--- src/design/mexp_pkg.sv ---
package mexp_pkg;

	// Width of the item fields on the channels
	localparam int FIELD_W = 32;

	// Working width of the datapath; operands are masked or zero-extended to it
	localparam int OW = 32;

	// Staging width for moving values between field and working width
	localparam int WIDE_W = 64;

	// Bit counter for the base reduction, able to hold OW itself
	localparam int CNT_W = $clog2(OW + 1);

	// Command from the sequencer to the shared multiply-reduce unit
	typedef struct packed {
		logic start;
		logic reduce;
	} mmu_ctrl_t;

	// Fit a field value to the working width
	function automatic logic [OW-1:0] to_opnd(logic [FIELD_W-1:0] x);
		logic [WIDE_W-1:0] w;
		w = WIDE_W'(x);
		return w[OW-1:0];
	endfunction

	// Fit a working value back to the field width
	function automatic logic [FIELD_W-1:0] to_field(logic [OW-1:0] x);
		logic [WIDE_W-1:0] w;
		w = WIDE_W'(x);
		return w[FIELD_W-1:0];
	endfunction

endpackage

--- src/design/mexp_if.sv ---
// Request channel: base, exponent, modulus
interface mexp_in_if;
	import mexp_pkg::*;

	logic               valid;
	logic               ready;
	logic [FIELD_W-1:0] base;
	logic [FIELD_W-1:0] exponent;
	logic [FIELD_W-1:0] modulus;

	modport source (output valid, output base, output exponent, output modulus, input ready);
	modport sink   (input valid, input base, input exponent, input modulus, output ready);
endinterface

// Response channel: result and zero-modulus flag
interface mexp_out_if;
	import mexp_pkg::*;

	logic               valid;
	logic               ready;
	logic [FIELD_W-1:0] result;
	logic               mod_zero_error;

	modport source (output valid, output result, output mod_zero_error, input ready);
	modport sink   (input valid, input result, input mod_zero_error, output ready);
endinterface

--- src/design/mexp_mulmod.sv ---
module mexp_mulmod (
	input  logic                     clk,
	input  logic                     arst_n,
	input  mexp_pkg::mmu_ctrl_t      ctrl,
	input  logic [mexp_pkg::OW-1:0]  a_in,
	input  logic [mexp_pkg::OW-1:0]  b_in,
	input  logic [mexp_pkg::OW-1:0]  m_in,
	output logic                     done,
	output logic [mexp_pkg::OW-1:0]  product
);
	import mexp_pkg::*;

	logic             busy_q;
	logic             done_q;
	logic             reduce_q;
	logic [OW-1:0]    a_q;
	logic [OW-1:0]    b_q;
	logic [OW-1:0]    acc_q;
	logic [OW-1:0]    m_q;
	logic [CNT_W-1:0] cnt_q;

	logic [OW:0]   a_dbl;
	logic [OW-1:0] a_next;
	logic [OW:0]   acc_sum;
	logic [OW-1:0] acc_next;
	logic          finish;

	// Double the running addend, shifting in the next base bit when reducing
	always_comb begin
		a_dbl = {1'b0, a_q} + {1'b0, a_q} + (OW+1)'(reduce_q & b_q[OW-1]);
		if (a_dbl >= {1'b0, m_q}) begin
			a_next = OW'(a_dbl - {1'b0, m_q});
		end else begin
			a_next = a_dbl[OW-1:0];
		end
	end

	// Add the addend into the accumulator modulo m
	always_comb begin
		acc_sum = {1'b0, acc_q} + {1'b0, a_q};
		if (acc_sum >= {1'b0, m_q}) begin
			acc_next = OW'(acc_sum - {1'b0, m_q});
		end else begin
			acc_next = acc_sum[OW-1:0];
		end
	end

	// Stop when the multiplier runs out of set bits, or all base bits are in
	assign finish = reduce_q ? (cnt_q == '0) : (b_q == '0);

	// Control: busy flag and completion pulse
	always_ff @(posedge clk or negedge arst_n) begin
		if (!arst_n) begin
			busy_q   <= 1'b0;
			done_q   <= 1'b0;
			reduce_q <= 1'b0;
		end else begin
			done_q <= 1'b0;
			if (ctrl.start) begin
				busy_q   <= 1'b1;
				reduce_q <= ctrl.reduce;
			end else if (busy_q && finish) begin
				busy_q <= 1'b0;
				done_q <= 1'b1;
			end
		end
	end

	// Datapath: one multiplier bit or one base bit per cycle
	always_ff @(posedge clk) begin
		if (ctrl.start) begin
			a_q   <= ctrl.reduce ? '0 : a_in;
			b_q   <= b_in;
			acc_q <= '0;
			m_q   <= m_in;
			cnt_q <= CNT_W'(OW);
		end else if (busy_q && !finish) begin
			a_q <= a_next;
			if (reduce_q) begin
				b_q   <= b_q << 1;
				cnt_q <= cnt_q - 1'b1;
			end else begin
				if (b_q[0]) begin
					acc_q <= acc_next;
				end
				b_q <= b_q >> 1;
			end
		end
	end

	assign done    = done_q;
	assign product = reduce_q ? a_q : acc_q;

endmodule

--- src/design/modular_exponentiation.sv ---
// Modular exponentiation, right-to-left square-and-multiply: for each request
// beat (base, exponent, modulus) one response beat carries base^exponent mod
// modulus. A zero modulus returns 0 with mod_zero_error set; a zero exponent
// returns 1 unreduced. One request is in flight at a time and the request side
// is not ready while it runs. All work goes through one shared multiply-reduce
// unit that retires one bit per cycle: first the base is reduced, then each
// exponent bit below the highest set one costs a squaring plus, when the bit
// is set, a multiply, and the highest set bit costs a multiply only. The
// finished result sits in an output register, so the next request is taken
// while the previous response waits.
module modular_exponentiation (
	input  logic              clk,
	input  logic              arst_n,
	mexp_in_if.sink           req,
	mexp_out_if.source        rsp
);
	import mexp_pkg::*;

	typedef enum logic [5:0] {
		ST_IDLE   = 6'b000001,
		ST_REDUCE = 6'b000010,
		ST_BIT    = 6'b000100,
		ST_MUL    = 6'b001000,
		ST_SQR    = 6'b010000,
		ST_FINISH = 6'b100000
	} state_t;

	state_t        state_q;
	state_t        state_d;

	logic [OW-1:0] base_q;
	logic [OW-1:0] e_q;
	logic [OW-1:0] m_q;
	logic [OW-1:0] acc_q;
	logic          err_q;

	logic               rsp_valid_q;
	logic [FIELD_W-1:0] result_q;
	logic               rsp_err_q;

	mmu_ctrl_t     mmu_ctrl;
	logic [OW-1:0] mmu_a;
	logic [OW-1:0] mmu_b;
	logic [OW-1:0] mmu_m;
	logic          mmu_done;
	logic [OW-1:0] mmu_product;

	logic          req_beat;
	logic [OW-1:0] req_base;
	logic [OW-1:0] req_exp;
	logic [OW-1:0] req_mod;
	logic          slot_free;
	logic          e_last;

	assign req_beat  = req.valid && req.ready;
	assign req_base  = to_opnd(req.base);
	assign req_exp   = to_opnd(req.exponent);
	assign req_mod   = to_opnd(req.modulus);
	assign slot_free = !rsp_valid_q || rsp.ready;
	assign e_last    = (e_q[OW-1:1] == '0);

	mexp_mulmod u_mulmod (
		.clk     (clk),
		.arst_n  (arst_n),
		.ctrl    (mmu_ctrl),
		.a_in    (mmu_a),
		.b_in    (mmu_b),
		.m_in    (mmu_m),
		.done    (mmu_done),
		.product (mmu_product)
	);

	// Sequence the reduction, multiplies and squarings on the shared unit
	always_comb begin
		state_d         = state_q;
		mmu_ctrl.start  = 1'b0;
		mmu_ctrl.reduce = 1'b0;
		mmu_a           = base_q;
		mmu_b           = base_q;
		mmu_m           = m_q;
		unique case (state_q)
			ST_IDLE: begin
				if (req_beat) begin
					if (req_mod == '0) begin
						state_d = ST_FINISH;
					end else begin
						mmu_ctrl.start  = 1'b1;
						mmu_ctrl.reduce = 1'b1;
						mmu_b           = req_base;
						mmu_m           = req_mod;
						state_d         = ST_REDUCE;
					end
				end
			end
			ST_REDUCE: begin
				if (mmu_done) begin
					state_d = ST_BIT;
				end
			end
			ST_BIT: begin
				if (e_q == '0) begin
					state_d = ST_FINISH;
				end else if (e_q[0]) begin
					mmu_ctrl.start = 1'b1;
					mmu_a          = acc_q;
					state_d        = ST_MUL;
				end else begin
					mmu_ctrl.start = 1'b1;
					state_d        = ST_SQR;
				end
			end
			ST_MUL: begin
				if (mmu_done) begin
					if (e_last) begin
						state_d = ST_FINISH;
					end else begin
						mmu_ctrl.start = 1'b1;
						state_d        = ST_SQR;
					end
				end
			end
			ST_SQR: begin
				if (mmu_done) begin
					state_d = ST_BIT;
				end
			end
			ST_FINISH: begin
				if (slot_free) begin
					state_d = ST_IDLE;
				end
			end
			default: begin
				state_d = ST_IDLE;
			end
		endcase
	end

	always_ff @(posedge clk or negedge arst_n) begin
		if (!arst_n) begin
			state_q <= ST_IDLE;
		end else begin
			state_q <= state_d;
		end
	end

	// Hold the operands and fold in each product from the shared unit
	always_ff @(posedge clk) begin
		if (state_q == ST_IDLE && req_beat) begin
			e_q   <= req_exp;
			m_q   <= req_mod;
			acc_q <= (req_mod == '0) ? '0 : OW'(1);
			err_q <= (req_mod == '0);
		end else if (mmu_done) begin
			if (state_q == ST_REDUCE) begin
				base_q <= mmu_product;
			end else if (state_q == ST_MUL) begin
				acc_q <= mmu_product;
				if (e_last) begin
					e_q <= '0;
				end
			end else if (state_q == ST_SQR) begin
				base_q <= mmu_product;
				e_q    <= e_q >> 1;
			end
		end
	end

	// Output register: valid flag
	always_ff @(posedge clk or negedge arst_n) begin
		if (!arst_n) begin
			rsp_valid_q <= 1'b0;
		end else if (state_q == ST_FINISH && slot_free) begin
			rsp_valid_q <= 1'b1;
		end else if (rsp.ready) begin
			rsp_valid_q <= 1'b0;
		end
	end

	// Output register: payload
	always_ff @(posedge clk) begin
		if (state_q == ST_FINISH && slot_free) begin
			result_q  <= to_field(acc_q);
			rsp_err_q <= err_q;
		end
	end

	assign req.ready          = (state_q == ST_IDLE);
	assign rsp.valid          = rsp_valid_q;
	assign rsp.result         = result_q;
	assign rsp.mod_zero_error = rsp_err_q;

endmodule

--- src/flat_wrapper.sv ---
// flat-port wrapper written by rule: the top's interface ports become plain ports
module modular_exponentiation_flat import mexp_pkg::*;
  (clk, arst_n, req_valid, req_base, req_exponent, req_modulus, req_ready, rsp_valid, rsp_result, rsp_mod_zero_error, rsp_ready);
  mexp_in_if req_i ();
  mexp_out_if rsp_i ();
  input  logic clk;
  input  logic arst_n;
  input wire logic [$bits(req_i.valid)-1:0] req_valid;
  input wire logic [$bits(req_i.base)-1:0] req_base;
  input wire logic [$bits(req_i.exponent)-1:0] req_exponent;
  input wire logic [$bits(req_i.modulus)-1:0] req_modulus;
  output wire logic [$bits(req_i.ready)-1:0] req_ready;
  output wire logic [$bits(rsp_i.valid)-1:0] rsp_valid;
  output wire logic [$bits(rsp_i.result)-1:0] rsp_result;
  output wire logic [$bits(rsp_i.mod_zero_error)-1:0] rsp_mod_zero_error;
  input wire logic [$bits(rsp_i.ready)-1:0] rsp_ready;
  assign req_i.valid = req_valid;
  assign req_i.base = req_base;
  assign req_i.exponent = req_exponent;
  assign req_i.modulus = req_modulus;
  assign req_ready = req_i.ready;
  assign rsp_valid = rsp_i.valid;
  assign rsp_result = rsp_i.result;
  assign rsp_mod_zero_error = rsp_i.mod_zero_error;
  assign rsp_i.ready = rsp_ready;
  modular_exponentiation u_core (.clk(clk), .arst_n(arst_n), .req(req_i), .rsp(rsp_i));
endmodule
--- config.mk ---
export PLATFORM = sky130hd
export DESIGN_NAME = modular_exponentiation_flat
export DESIGN_NICKNAME = d
export VERILOG_FILES = /design/src/design/mexp_pkg.sv /design/src/design/mexp_if.sv /design/src/design/mexp_mulmod.sv /design/src/design/modular_exponentiation.sv /design/src/flat_wrapper.sv
export SDC_FILE = /design/constraint.sdc
export NUM_CORES = 1
export LEC_CHECK = 0
export ABC_AREA = 0
export BUFFER_PORTS_ARGS = -buffer_cell sky130_fd_sc_hd__buf_2
export CORE_MARGIN = 5
export CORE_UTILIZATION = 55
export DETAILED_ROUTE_END_ITERATION = 12
export MAX_ROUTING_LAYER = met4
export PLACE_DENSITY = 0.85
export SYNTH_ARGS = -nofsm -noshare
export SYNTH_HDL_FRONTEND = slang
export SYNTH_SLANG_ARGS = --single-unit
--- constraint.sdc ---
create_clock -name clk -period 6.4 [get_ports clk]
set_input_delay 0.96 -clock clk [delete_from_list [all_inputs] [get_ports clk]]
set_output_delay 0.96 -clock clk [all_outputs]
set_load 0.05 [all_outputs]
==> metrics.txt <==
# TYPE chip_impl_metric gauge
chip_impl_metric{name="die_width",unit="µm"} 192.4
chip_impl_metric{name="max-slew-margin-rel",unit="%"} 20.44
chip_impl_metric{name="mappedNetlistArea",unit="mm²"} 0.01831
chip_impl_metric{name="number_of_enable_flip_flop_cells_after_synthesis",unit=""} 258
chip_impl_metric{name="gpl.final_weighted_congestion",unit=""} 0.9056
chip_impl_metric{name="cts_buffer_count",unit=""} 35
chip_impl_info{name="timing.critical_path.to",value="u_core.u_mulmod.acc_q[2]"} 1
chip_impl_metric{name="drc",unit=""} 0
chip_impl_info{name="rsz_0062_raised_after_global_routing",value="no"} 1
chip_impl_metric{name="synth_nets",unit=""} 1914
chip_impl_info{name="netlist.top_cell.by_area",value="sky130_fd_sc_hd__edfxtp_1"} 1
chip_impl_metric{name="detailedRoute.firstIterationViolations",unit=""} 1341
chip_impl_metric{name="clock_path_buffers",unit=""} 3
chip_impl_info{name="setup.worst_path.start_class",value="flop"} 1
chip_impl_info{name="clock-root-buffer",value="sky130_fd_sc_hd__clkbuf_16"} 1
chip_impl_metric{name="insertedDiodeCount",unit=""} 0
chip_impl_metric{name="max_slew.worst_pin.slew",unit="ns"} 1.191
chip_impl_metric{name="finalSetupViolCount",unit=""} 0
chip_impl_metric{name="drive_above_1_share",unit="%"} 16.86
chip_impl_metric{name="number_of_antenna_violations_at_the_first_check_in_global_routing",unit=""} 0
chip_impl_metric{name="vias",unit=""} 14180
chip_impl_metric{name="cts.repair.resized",unit=""} 0
chip_impl_metric{name="hpwl",unit="µm"} 34260
chip_impl_metric{name="placed_cell_area",unit="mm²"} 0.01936
chip_impl_metric{name="die_y",unit="µm"} 192.4
chip_impl_metric{name="synth_cells",unit=""} 1713
chip_impl_info{name="cts_tree",value="done"} 1
chip_impl_metric{name="io-pin-count",unit=""} 135
chip_impl_metric{name="dieArea",unit="mm²"} 0.03703
chip_impl_metric{name="clock_insertion_delay_worst_skew",unit="ns"} 0.53
chip_impl_metric{name="core_region_area",unit="mm²"} 0.03270
chip_impl_metric{name="synth-seq-cells",unit=""} 306
chip_impl_info{name="critical_path.reg2reg.startpoint",value="u_core.u_mulmod.a_q[0]"} 1
chip_impl_metric{name="fmax",unit="MHz"} 174.0
chip_impl_metric{name="number_of_endpoints_with_negative_hold_slack_in_the_final_report",unit=""} 0
chip_impl_metric{name="reg2reg_slack",unit="ns"} 0.65
chip_impl_metric{name="global_route.overflow_total",unit=""} 0
chip_impl_info{name="worstReg2RegEnd",value="u_core.u_mulmod.acc_q[2]"} 1
chip_impl_metric{name="track_usage",unit="%"} 25.89
chip_impl_metric{name="fin_setup_tns",unit="ns"} 0
chip_impl_info{name="holdCritPathClass",value="primary input to asynchronous set/reset pin"} 1
chip_impl_info{name="critPathKind",value="flop to flop"} 1
chip_impl_metric{name="leakagePower",unit="nW"} 8.681
chip_impl_metric{name="r2r.worst_path.cells",unit=""} 21
chip_impl_metric{name="cts.sink_count",unit=""} 306
chip_impl_metric{name="grt_pass1_vias",unit=""} 13680
chip_impl_metric{name="clock_pin_slew_on_the_worst_setup_and_hold_paths",unit="ns"} 0.06
chip_impl_metric{name="skew",unit="ns"} 0.01466
chip_impl_metric{name="postCtsHoldBufs",unit=""} 0
chip_impl_metric{name="postLayoutCellArea",unit="mm²"} 0.02045
chip_impl_info{name="path_cells",value="ha_1, fa_1, a211oi_1, o21ai_0, a21oi_1, o41ai_1, a221o_1, a21o_1, a21oi_1, xnor2_1, ha_1, nand2_1, nor4_1, a31oi_1, o21ai_0, a2111oi_0, o221a_4, buf_4, mux2i_1, o21ai_0, and2_1"} 1
chip_impl_metric{name="synth_top_area_share",unit="%"} 42.32
chip_impl_info{name="critPathMostFrequentCell",value="sky130_fd_sc_hd__o21ai_0"} 1
chip_impl_metric{name="ctsHtreeMaxLevel",unit=""} 2
chip_impl_info{name="cpMaxStageDelayCell",value="sky130_fd_sc_hd__a2111oi_0"} 1
chip_impl_metric{name="route.detailed.wl_per_inst",unit="µm"} 20.71
chip_impl_metric{name="synth_async_sr_flop_share",unit="%"} 3.268
chip_impl_metric{name="min_period",unit="ns"} 5.747
chip_impl_metric{name="route.final.wire_length",unit="µm"} 47360
chip_impl_metric{name="timing_max_transition_violations_final",unit=""} 0
chip_impl_info{name="layout_commonest_cell",value="sky130_fd_sc_hd__edfxtp_1"} 1
chip_impl_metric{name="max_stage_delay",unit="ns"} 0.57
chip_impl_metric{name="synth.distinct_cells",unit=""} 77
chip_impl_info{name="synth_top_cells_by_area",value="sky130_fd_sc_hd__edfxtp_1, sky130_fd_sc_hd__ha_1, sky130_fd_sc_hd__mux2i_1, sky130_fd_sc_hd__mux2_2, sky130_fd_sc_hd__dfxtp_1"} 1
chip_impl_metric{name="total_power",unit="mW"} 10.20
chip_impl_metric{name="final_hold_slack",unit="ns"} 0.3093
chip_impl_metric{name="initial_utilization",unit="%"} 55.98
chip_impl_metric{name="synthToLayoutAreaGrowth",unit="%"} 11.73
chip_impl_info{name="synth_top_flop_cell",value="sky130_fd_sc_hd__edfxtp_1"} 1
chip_impl_metric{name="cts_setup_buffers",unit=""} 0
chip_impl_info{name="crit_start",value="u_core.u_mulmod.a_q[0]"} 1
chip_impl_info{name="status",value="completed"} 1
chip_impl_metric{name="critical_path_peak_fanout",unit=""} 35
chip_impl_metric{name="powerDensity",unit="mW/mm²"} 498.6
chip_impl_metric{name="layout_worst_path_cycle_share",unit="%"} 89.80
chip_impl_metric{name="nNetsFinal",unit=""} 2021
chip_impl_metric{name="final_util",unit="%"} 62.54
chip_impl_metric{name="drt_first_pass_iters",unit=""} 5
chip_impl_info{name="final_cell_mix",value="sky130_fd_sc_hd__edfxtp_1, sky130_fd_sc_hd__buf_2, sky130_fd_sc_hd__nand2_1, sky130_fd_sc_hd__a21oi_1, sky130_fd_sc_hd__o21ai_0"} 1
chip_impl_metric{name="worstPathArrival",unit="ns"} 6.16
chip_impl_metric{name="synthesis.area_per_instance",unit="µm²"} 10.69
chip_impl_metric{name="ir_drop",unit="mV"} 0.3020
chip_impl_metric{name="avgViaCountPerCell",unit=""} 6.202
chip_impl_metric{name="grt_pass1_wl",unit="µm"} 74250
chip_impl_metric{name="port-buffer-count",unit=""} 134
chip_impl_metric{name="cp.required",unit="ns"} 6.81
chip_impl_metric{name="fillers",unit=""} 2618
chip_impl_metric{name="final_antenna_net_count",unit=""} 0
chip_impl_metric{name="grt_max_degree",unit=""} 94
chip_impl_metric{name="synth.yosys.warnings",unit=""} 0
chip_impl_info{name="worstSetupEndpointType",value="flop"} 1
chip_impl_metric{name="synth_seq_area_share",unit="%"} 47.85
chip_impl_metric{name="floorplan.rows",unit=""} 66
chip_impl_metric{name="drv.max_cap_violation_count",unit=""} 0
-- power by group --
part           switching, mW  total (mW)  internal, mW
registers              0.379        3.36          2.98
logic                   2.91        4.93          2.02
clock network          0.802        1.90          1.10
total                   4.09        10.2          6.10
-- how the worst min path moves through the flow --
stage / slack, ns / endpoint / start
floorplan: 0.40 / u_core.rsp.mod_zero_error / u_core.err_q
global placement: 0.40 / u_core.rsp.mod_zero_error / u_core.err_q
detailed placement: 0.41 / u_core.rsp.mod_zero_error / u_core.err_q
CTS: 0.31 / u_core.u_mulmod.busy_q / arst_n
global route: 0.32 / u_core.u_mulmod.busy_q / arst_n
finish: 0.31 / u_core.rsp.valid / arst_n
-- worst max-delay path: cells and delay by family, from the launching register on --
kind            cells  cell delay, ns
xor+xnor            1            0.18
mux                 1            0.19
flops               1            0.43
simple gates        3            0.37
fa+ha+maj           3            1.01
compound gates     12            3.14
buf+inv             1            0.28
-- Yosys cell counts (all sizes together), types with 10 or more instances --
cell    count
edfxtp    258
nand2     132
a21oi     121
o21ai     111
ha         98
mux2i      96
nor2       92
mux2       69
clkbuf     64
inv        59
xnor2      54
nand3      50
a21o       49
dfxtp      38
and2       37
xor2       37
a22oi      32
o22ai      32
nor4       25
nand4      24
a211oi     23
nor3       22
buf        18
a31oi      17
nor2b      14
o21bai     13
nand2b     11
and3       10
-- flip-flops by register name, indices dropped and copies added (netlist names) --
name and count:
u_core.u_mulmod.acc_q 32, u_core.base_q 32, u_core.err_q 1, u_core.u_mulmod.b_q 32, u_core.u_mulmod.done 1, u_core.u_mulmod.cnt_q 6, u_core.u_mulmod.busy_q 1, u_core.u_mulmod.m_q 32
u_core.state_q 6, u_core.acc_q 32, u_core.rsp.valid 1, u_core.rsp.result 32, u_core.rsp.mod_zero_error 1, u_core.e_q 32, u_core.m_q 32, u_core.u_mulmod.reduce_q 1
u_core.u_mulmod.a_q 32
-- stage by stage --
stage	std cells	worst slack (ns)
after floorplan	1713	1.759
after global placement	2225	0.9814
after detailed placement	2225	0.7158
after CTS	2287	0.7012
after global routing	2287	0.2346
final	2287	0.6525
-- cells by family (layout without fill, tap and decap cells) --
| family | count (synthesis) | after routing | synth area share (%) |
|---|---|---|---|
| xor gates and xnor gates | 91 | 91 | 4.354 |
| buffers and inverters | 142 | 274 | 3.199 |
| and+or+nand+nor | 446 | 446 | 11.98 |
| muxes | 165 | 165 | 9.494 |
| adders and majority gates | 101 | 101 | 7.027 |
| AOI/OAI and AO/OA | 462 | 462 | 16.09 |
| DFF | 306 | 306 | 47.85 |
-- cell type report --
cell class / instances / area (µm²) / share of cell area [%]
clock inverter: 17 / 140.1 / 0.6852
multi-input combinational: 1265 / 9011 / 44.06
sequential: 306 / 8761 / 42.84
timing repair buffer: 152 / 805.8 / 3.940
clock buffer: 45 / 954.7 / 4.668
tap: 442 / 553.0 / 2.704
inverter: 60 / 226.5 / 1.107
-- metal layers --
layer / global-route usage, % / part of all wire (%) / wire length (µm)
met1: 37.87 / 46 / 21550
met2: 37.54 / 43 / 20420
met3: 4.414 / 8.9 / 4231
met4: 7.131 / 2.4 / 1153
met5: - / 0 / 0
(Power assumes the default switching activity.)
